[src/rtl/hcpt_pkg.sv]
// Shared constants, payload types and controller/datapath handshake types for the point tracker.
`timescale 1ns / 1ps

package hcpt_pkg;

  localparam int MAX_POINTS   = 16;
  localparam int COORD_BITS   = 12;
  localparam int RADIUS_BITS  = 12;
  localparam int HIT_W        = 3;
  localparam int IDX_W        = (MAX_POINTS > 1) ? $clog2(MAX_POINTS) : 1;
  localparam int CNT_W        = $clog2(MAX_POINTS + 1);
  localparam int SQ_W         = 2 * COORD_BITS;
  localparam int DIST_W       = 2 * COORD_BITS + 1;
  localparam int RSQ_W        = 2 * RADIUS_BITS;
  localparam int CMP_W        = (DIST_W > RSQ_W) ? DIST_W : RSQ_W;

  localparam logic [HIT_W-1:0]       HIT_LIMIT    = HIT_W'(6);
  localparam logic [HIT_W-1:0]       HIT_FIRST    = HIT_W'(1);
  localparam logic [RADIUS_BITS-1:0] RADIUS_RESET = RADIUS_BITS'(100);
  localparam logic [RSQ_W-1:0]       RSQ_RESET    = RSQ_W'(RADIUS_RESET) * RSQ_W'(RADIUS_RESET);

  typedef enum logic {
    CMD_OBSERVE = 1'b0,
    CMD_TICK    = 1'b1
  } item_cmd_t;

  typedef struct packed {
    item_cmd_t             cmd;
    logic [COORD_BITS-1:0] point_x;
    logic [COORD_BITS-1:0] point_y;
  } in_item_t;

  typedef struct packed {
    logic [COORD_BITS-1:0] best_x;
    logic [COORD_BITS-1:0] best_y;
    logic                  best_found;
    logic [CNT_W-1:0]      occupancy;
    logic                  dropped;
  } out_item_t;

  typedef struct packed {
    logic start;
    logic scan;
    logic compact;
    logic best;
    logic load_out;
  } hcpt_cmd_t;

  typedef struct packed {
    logic scan_end;
    logic walk_done;
    logic out_busy;
  } hcpt_stat_t;

endpackage

[src/rtl/hcpt_dp.sv]
// Datapath: entry table, distance pipeline, compaction and best-entry search.
`timescale 1ns / 1ps

module hcpt_dp import hcpt_pkg::*; (
  input  logic                   clk,
  input  logic                   rst_n,
  input  hcpt_cmd_t              cmd,
  output hcpt_stat_t             stat,
  input  in_item_t               in_data,
  input  logic                   cfg_we,
  input  logic [RADIUS_BITS-1:0] cfg_data,
  output logic                   out_valid,
  input  logic                   out_stall,
  output out_item_t              out_data
);

  logic [COORD_BITS-1:0] col_r  [MAX_POINTS];
  logic [COORD_BITS-1:0] row_r  [MAX_POINTS];
  logic [HIT_W-1:0]      hits_r [MAX_POINTS];

  logic [CNT_W-1:0]      live_r;
  logic [CNT_W-1:0]      rd_r;
  logic [CNT_W-1:0]      wr_r;
  logic                  p_vld_r;
  logic [IDX_W-1:0]      p_idx_r;
  logic [HIT_W-1:0]      p_hits_r;
  logic [SQ_W-1:0]       sqx_r;
  logic [SQ_W-1:0]       sqy_r;
  logic [COORD_BITS-1:0] px_r;
  logic [COORD_BITS-1:0] py_r;
  logic [RSQ_W-1:0]      rsq_r;
  logic [HIT_W-1:0]      best_hits_r;
  logic [COORD_BITS-1:0] bx_r;
  logic [COORD_BITS-1:0] by_r;
  logic                  dropped_r;
  logic                  out_valid_r;
  out_item_t             out_r;

  logic [IDX_W-1:0]      rd_idx;
  logic [IDX_W-1:0]      wr_idx;
  logic [IDX_W-1:0]      live_idx;
  logic [COORD_BITS-1:0] rd_col;
  logic [COORD_BITS-1:0] rd_row;
  logic [HIT_W-1:0]      rd_hits;
  logic [COORD_BITS-1:0] dx;
  logic [COORD_BITS-1:0] dy;
  logic [DIST_W-1:0]     dist_sq;
  logic                  walk_done;
  logic                  match;
  logic                  scan_done;
  logic                  full;
  logic                  keep;
  logic                  found;

  assign rd_idx    = rd_r[IDX_W-1:0];
  assign wr_idx    = wr_r[IDX_W-1:0];
  assign live_idx  = live_r[IDX_W-1:0];
  assign rd_col    = col_r[rd_idx];
  assign rd_row    = row_r[rd_idx];
  assign rd_hits   = hits_r[rd_idx];
  assign dx        = (px_r >= rd_col) ? (px_r - rd_col) : (rd_col - px_r);
  assign dy        = (py_r >= rd_row) ? (py_r - rd_row) : (rd_row - py_r);
  assign dist_sq   = DIST_W'(sqx_r) + DIST_W'(sqy_r);
  assign walk_done = (rd_r >= live_r);
  assign match     = p_vld_r && (CMP_W'(dist_sq) <= CMP_W'(rsq_r));
  assign scan_done = !p_vld_r && walk_done;
  assign full      = (live_r == CNT_W'(MAX_POINTS));
  assign keep      = (rd_hits > HIT_FIRST);
  assign found     = (best_hits_r > HIT_FIRST);

  assign stat.scan_end  = match || scan_done;
  assign stat.walk_done = walk_done;
  assign stat.out_busy  = out_valid_r && out_stall;

  assign out_valid = out_valid_r;
  assign out_data  = out_r;

  always_ff @(posedge clk) begin
    if (!rst_n) begin
      live_r      <= '0;
      rd_r        <= '0;
      wr_r        <= '0;
      p_vld_r     <= 1'b0;
      dropped_r   <= 1'b0;
      out_valid_r <= 1'b0;
      rsq_r       <= RSQ_RESET;
      for (int i = 0; i < MAX_POINTS; i++) begin
        hits_r[i] <= '0;
      end
    end else begin
      if (cfg_we) begin
        rsq_r <= RSQ_W'(cfg_data) * RSQ_W'(cfg_data);
      end
      if (cmd.start) begin
        rd_r      <= '0;
        wr_r      <= '0;
        p_vld_r   <= 1'b0;
        dropped_r <= 1'b0;
      end
      if (cmd.scan) begin
        if (match) begin
          hits_r[p_idx_r] <= (p_hits_r < HIT_LIMIT) ? (p_hits_r + HIT_W'(1)) : p_hits_r;
          rd_r            <= '0;
          p_vld_r         <= 1'b0;
        end else if (scan_done) begin
          if (!full) begin
            hits_r[live_idx] <= HIT_FIRST;
            live_r           <= live_r + CNT_W'(1);
          end else begin
            dropped_r <= 1'b1;
          end
          rd_r <= '0;
        end else begin
          p_vld_r <= !walk_done;
          if (!walk_done) begin
            rd_r <= rd_r + CNT_W'(1);
          end
        end
      end
      if (cmd.compact) begin
        if (!walk_done) begin
          if (keep) begin
            hits_r[wr_idx] <= rd_hits - HIT_W'(1);
            wr_r           <= wr_r + CNT_W'(1);
          end
          rd_r <= rd_r + CNT_W'(1);
        end else begin
          for (int i = 0; i < MAX_POINTS; i++) begin
            if (CNT_W'(i) >= wr_r) begin
              hits_r[i] <= '0;
            end
          end
          live_r <= wr_r;
          rd_r   <= '0;
        end
      end
      if (cmd.best && !walk_done) begin
        rd_r <= rd_r + CNT_W'(1);
      end
      if (cmd.load_out) begin
        out_valid_r <= 1'b1;
      end else if (!out_stall) begin
        out_valid_r <= 1'b0;
      end
    end
  end

  always_ff @(posedge clk) begin
    if (cmd.start) begin
      px_r        <= in_data.point_x;
      py_r        <= in_data.point_y;
      best_hits_r <= '0;
      bx_r        <= '0;
      by_r        <= '0;
    end
    if (cmd.scan) begin
      if (match) begin
        col_r[p_idx_r] <= px_r;
        row_r[p_idx_r] <= py_r;
      end else if (scan_done) begin
        if (!full) begin
          col_r[live_idx] <= px_r;
          row_r[live_idx] <= py_r;
        end
      end else begin
        sqx_r    <= SQ_W'(dx) * SQ_W'(dx);
        sqy_r    <= SQ_W'(dy) * SQ_W'(dy);
        p_idx_r  <= rd_idx;
        p_hits_r <= rd_hits;
      end
    end
    if (cmd.compact && !walk_done && keep) begin
      col_r[wr_idx] <= rd_col;
      row_r[wr_idx] <= rd_row;
    end
    if (cmd.best && !walk_done && (rd_hits > best_hits_r)) begin
      best_hits_r <= rd_hits;
      bx_r        <= rd_col;
      by_r        <= rd_row;
    end
    if (cmd.load_out) begin
      out_r.best_x     <= found ? bx_r : '0;
      out_r.best_y     <= found ? by_r : '0;
      out_r.best_found <= found;
      out_r.occupancy  <= live_r;
      out_r.dropped    <= dropped_r;
    end
  end

`ifndef SYNTHESIS
  a_drop_when_full: assert property (@(posedge clk) disable iff (!rst_n)
    dropped_r |-> (live_r == CNT_W'(MAX_POINTS)))
    else $error("drop flagged with free table space");

  a_compact_order: assert property (@(posedge clk) disable iff (!rst_n)
    cmd.compact |-> (wr_r <= rd_r))
    else $error("compaction write overtook read");

  a_found_has_entry: assert property (@(posedge clk) disable iff (!rst_n)
    (out_valid_r && out_r.best_found) |-> (out_r.occupancy != '0))
    else $error("best entry reported from empty table");
`endif

endmodule

[src/rtl/hcpt_ctrl.sv]
// Controller: sequences scan, compaction, best search and result hand-off.
`timescale 1ns / 1ps

module hcpt_ctrl import hcpt_pkg::*; (
  input  logic       clk,
  input  logic       rst_n,
  input  logic       in_valid,
  input  item_cmd_t  in_cmd,
  output logic       in_stall,
  input  hcpt_stat_t stat,
  output hcpt_cmd_t  cmd
);

  typedef enum logic [2:0] {
    S_IDLE,
    S_SCAN,
    S_COMPACT,
    S_BEST,
    S_EMIT
  } state_t;

  state_t state_r;
  logic   accept;

  assign in_stall = (state_r != S_IDLE);
  assign accept   = in_valid && (state_r == S_IDLE);

  always_comb begin
    cmd          = '0;
    cmd.start    = accept;
    cmd.scan     = (state_r == S_SCAN);
    cmd.compact  = (state_r == S_COMPACT);
    cmd.best     = (state_r == S_BEST);
    cmd.load_out = (state_r == S_EMIT) && !stat.out_busy;
  end

  always_ff @(posedge clk) begin
    if (!rst_n) begin
      state_r <= S_IDLE;
    end else begin
      unique case (state_r)
        S_IDLE: begin
          if (accept) begin
            state_r <= (in_cmd == CMD_TICK) ? S_COMPACT : S_SCAN;
          end
        end
        S_SCAN: begin
          if (stat.scan_end) begin
            state_r <= S_BEST;
          end
        end
        S_COMPACT: begin
          if (stat.walk_done) begin
            state_r <= S_BEST;
          end
        end
        S_BEST: begin
          if (stat.walk_done) begin
            state_r <= S_EMIT;
          end
        end
        S_EMIT: begin
          if (!stat.out_busy) begin
            state_r <= S_IDLE;
          end
        end
        default: begin
          state_r <= S_IDLE;
        end
      endcase
    end
  end

endmodule

[src/rtl/hit_count_point_tracker_top.sv]
// With N live entries, an item walks them (distance pipeline or compaction, then best search)
// before its result is loaded, and it also waits while the previous result is still stalled.
// Throughput: one transaction in flight; the next is accepted once the result sits in the
// output register, even while that result is still stalled.
// Reset (synchronous, rst_n low) empties the table and loads a match radius of 100.
`timescale 1ns / 1ps

module hit_count_point_tracker_top import hcpt_pkg::*; (
  input  logic                   clk,
  input  logic                   rst_n,
  input  logic                   in_valid,
  output logic                   in_stall,
  input  in_item_t               in_data,
  output logic                   out_valid,
  input  logic                   out_stall,
  output out_item_t              out_data,
  input  logic                   cfg_valid,
  output logic                   cfg_ready,
  input  logic [RADIUS_BITS-1:0] cfg_data
);

  hcpt_cmd_t  cmd;
  hcpt_stat_t stat;

  assign cfg_ready = 1'b1;

  hcpt_ctrl u_ctrl (
    .clk      (clk),
    .rst_n    (rst_n),
    .in_valid (in_valid),
    .in_cmd   (in_data.cmd),
    .in_stall (in_stall),
    .stat     (stat),
    .cmd      (cmd)
  );

  hcpt_dp u_dp (
    .clk       (clk),
    .rst_n     (rst_n),
    .cmd       (cmd),
    .stat      (stat),
    .in_data   (in_data),
    .cfg_we    (cfg_valid && cfg_ready),
    .cfg_data  (cfg_data),
    .out_valid (out_valid),
    .out_stall (out_stall),
    .out_data  (out_data)
  );

endmodule
[config.mk]
export PLATFORM = sky130hd
export DESIGN_NAME = hit_count_point_tracker_top
export DESIGN_NICKNAME = d
export VERILOG_FILES = /design/src/rtl/hcpt_pkg.sv /design/src/rtl/hcpt_dp.sv /design/src/rtl/hcpt_ctrl.sv /design/src/rtl/hit_count_point_tracker_top.sv
export SDC_FILE = /design/constraint.sdc
export NUM_CORES = 2
export LEC_CHECK = 0
export BUFFER_PORTS_ARGS = -buffer_cell sky130_fd_sc_hd__clkbuf_2
export CAP_MARGIN = 20
export CORE_ASPECT_RATIO = 1.1
export CORE_MARGIN = 1.5
export CORE_UTILIZATION = 25
export DETAILED_ROUTE_END_ITERATION = 8
export GPL_ROUTABILITY_DRIVEN = 0
export PLACE_DENSITY = 0.46
export REMOVE_ABC_BUFFERS = 1
export SLEW_MARGIN = 20
export SYNTH_ARGS = -nofsm -noshare
export SYNTH_HDL_FRONTEND = slang
export SYNTH_SLANG_ARGS = --single-unit
[constraint.sdc]
create_clock -name clk -period 18.13 [get_ports clk]
set_input_delay 3.626 -clock clk [delete_from_list [all_inputs] [get_ports clk]]
set_output_delay 3.626 -clock clk [all_outputs]
set_load 0.005 [all_outputs]
==> impl_metrics.tcl <==
set metrics [dict create \
    status "finished clean" \
    initial_core_util_pct 25.2 \
    worstHoldEndpoint "u_dp.out_data[0]" \
    syn_avg_cell_area_um2 12.4 \
    clk-insertion-delay-late_ns 0.63 \
    die_h_um 417 \
    required_ns 18.51 \
    grt_pass1_wl_um 156000 \
    regArea_mm2 0.0179 \
    relSlewSlack_pct 29.6 \
    wl_um 101000 \
    ctsHoldBuffers 0 \
    r2r_slack_ns 5.62 \
    min_path_cells 0 \
    drtPass1Iterations 5 \
    grt_antenna_before_repair 3 \
    ys_seq_area_share_pct 46.0 \
    syn-cell-area_mm2 0.0390 \
    grt_pass1_vias 25200 \
    grt_usage_pct 12.9 \
    overflow 0 \
    hold_viol_final 0 \
    grt_max_degree 68 \
    tightestPinTransition_ns 1.05 \
    r2r-end "u_dp.sqy_r[23]" \
    skew_ns 0.0253 \
    cts_tree "done" \
    critical_path.slowest_cell "o41ai_4" \
    ys_ff_latch 611 \
    ys.flop_type "edfxtp_1" \
    cp_common_cell "fa_1" \
    critPathMaxStageDelay_ns 0.93 \
    io_buffers 74 \
    routedWlPerCell_um 18.8 \
    period_needed_ns 12.51 \
    synth-edff-count 567 \
    viasPerCell 4.43 \
    maxCapViolations 0 \
    r2r_cells 31 \
    finalNetCount 3818 \
    fin_crit_sh_pct 69.0 \
    dieWidth_um 379 \
    cp.arrival_ns 12.89 \
    area_growth_pct 14.6 \
    yosysUniqueCellTypes 85 \
    ctsResizeCount 0 \
    drt_iter0_drc 1474 \
    finalSetupViolations 0 \
    critical_path.max_fanout 39 \
    rows 151 \
    synth_top_area_share_pct 43.7 \
    drive_gt1_share_pct 14.0 \
    critPathCaptureType "flip-flop" \
    hold_class "flip-flop to flip-flop" \
    filler_cell_count 15900 \
    root_buffer "clkbuf_16" \
    multi_input_area_mm2 0.0190 \
    synth_area_leaders "edfxtp_1, fa_1, ha_1, mux4_2, inv_1" \
    hpwl_um 69500 \
    clock-sinks 611 \
    cts-htree-levels 3 \
    clk_pin_slew_worst_paths_ns 0.06 \
    hp-start "u_dp.dropped_r" \
    drtAntennaViolNets 0 \
    rsz0062_at_grt "false" \
    yosys_warnings 0 \
    vias 23800 \
    startpoint_type "flip-flop" \
    core_mm2 0.154 \
    die-area_mm2 0.158 \
    critical_path_class "flip-flop to flip-flop" \
    ys_async_sr_fraction_pct 0 \
    post-cts-setup-buffer-count 0 \
    synth_largest_area_cell "edfxtp_1" \
    synthCells 3140 \
    pin_count 76 \
    tns_ns 0 \
    fmax_mhz 79.9 \
    drv_slew 0 \
    route.detailed.drc 0 \
    cts.path.max_buffers 3 \
    cts_buffers 72 \
    antenna_cells 0 \
    worstReg2RegStart "u_dp.rd_r[0]" \
]
-- state kept, by name (all words and copies together), names as in the netlist --
signal,cells
u_ctrl.state_r,3
u_dp.best_hits_r,3
u_dp.bx_r,12
u_dp.by_r,12
u_dp.col_r,192
u_dp.dropped_r,1
u_dp.hits_r,48
u_dp.live_r,5
u_dp.out_data,31
u_dp.out_valid,1
u_dp.p_hits_r,3
u_dp.p_idx_r,4
u_dp.p_vld_r,1
u_dp.px_r,12
u_dp.py_r,12
u_dp.rd_r,5
u_dp.row_r,192
u_dp.rsq_r,23
u_dp.sqx_r,23
u_dp.sqy_r,23
u_dp.wr_r,5
-- worst max-delay path by stage --
stage | start | to
CTS | u_dp.rd_r[0] | u_dp.sqy_r[23]
finish | u_dp.rd_r[0] | u_dp.sqy_r[23]
global route | u_dp.rd_r[0] | u_dp.sqy_r[23]
floorplan | u_dp.rd_r[0] | u_dp.sqy_r[23]
detailed placement | u_dp.rd_r[0] | u_dp.sqy_r[23]
global placement | u_dp.rd_r[0] | u_dp.sqy_r[23]
-- layout make-up --
class	instances	share of cell area [%]
inverters	474	3.98
multi-input cells	1949	42.6
repair buffers	144	2.01
clock inverters	49	1.37
well taps	2065	5.79
clock buffers	82	4.17
flip-flops and latches	611	40.1
-- per-stage QoR --
step	util, %	hold WS, ns	setup WS, ns	instance area (um2)	instances
6_report	28.9	0.446	5.62	44700	5374
5_1_grt	28.9	0.463	4.74	44700	5374
4_1_cts	28.9	0.444	5.55	44700	5374
3_5_place_dp	27.3	0.430	5.57	42200	5243
3_3_place_gp	27.3	0.431	5.78	42200	5243
2_1_floorplan	-	0.409	4.24	38600	3034
-- cells in the mapped netlist (4+ instances only) --
library cell and instances:
a31oi_1 15, a21oi_1 105, nor3_1 35, mux2i_1 32, a21o_1 39, inv_1 468, o31ai_1 14, edfxtp_1 567
o22ai_1 5, xnor2_1 80, fa_1 242, o21a_1 16, o21bai_1 12, nor2_1 290, nand2b_1 31, a2111oi_0 5
a211oi_1 21, mux2_2 7, and2_1 52, o211ai_1 15, and3_1 9, nor2b_1 46, mux4_2 135, clkinv_1 4
a31o_2 6, or3_1 8, a21boi_0 4, nand4_1 9, ha_1 282, o21ai_0 79, xor2_1 33, or2_2 19
nand2_1 178, dfxtp_1 44, nand3b_1 6, nand3_1 50, clkbuf_1 85, buf_1 13, buf_2 6
-- critical path, delay by kind of cell (launching register included) --
kind,cells,cell delay [ns]
compound gates,10,3.55
simple gates,4,1.08
fa+ha+maj,7,3.11
buf+inv,5,1.78
mux,2,1.14
xor+xnor,3,0.95
flops,1,0.61
-- cell usage in the layout, fill, tap and decap left out, drive strengths merged, types with 16 or more instances in the layout --
cell type    n
a211oi      22
a21o        39
a21oi      106
and2        52
buf         70
clkbuf     156
clkinv      32
dfxtp       44
edfxtp     567
fa         242
ha         282
inv        477
mux2i       32
mux4       135
nand2      179
nand2b      31
nand3       51
nor2       291
nor2b       46
nor3        35
o21a        16
o21ai       80
or2         19
xnor2       82
xor2        33
-- routing by layer --
metal / track usage [%] / part of all wire, %
met2: 21.8 / 49
met5: 0 / 0.0069
met3: 1.81 / 4.2
met4: 2.71 / 1.5
met1: 17.5 / 45
-- cell families after synthesis --
| group | count (synthesis) | synth area share [%] |
|---|---|---|
| AO/OA/AOI/OAI | 383 | 6.50 |
| adder cells (fa/ha/maj) | 524 | 21.5 |
| multiplexers | 174 | 8.83 |
| flip-flops | 611 | 46.0 |
| XOR/XNOR | 115 | 2.62 |
| buffers and inverters | 580 | 5.63 |
| AND/OR/NAND/NOR | 752 | 8.97 |
| other | 1 | 0.00962 |
Power is not shown: default switching activity piles up to over one toggle a cycle in this logic, so the estimate is an artifact.
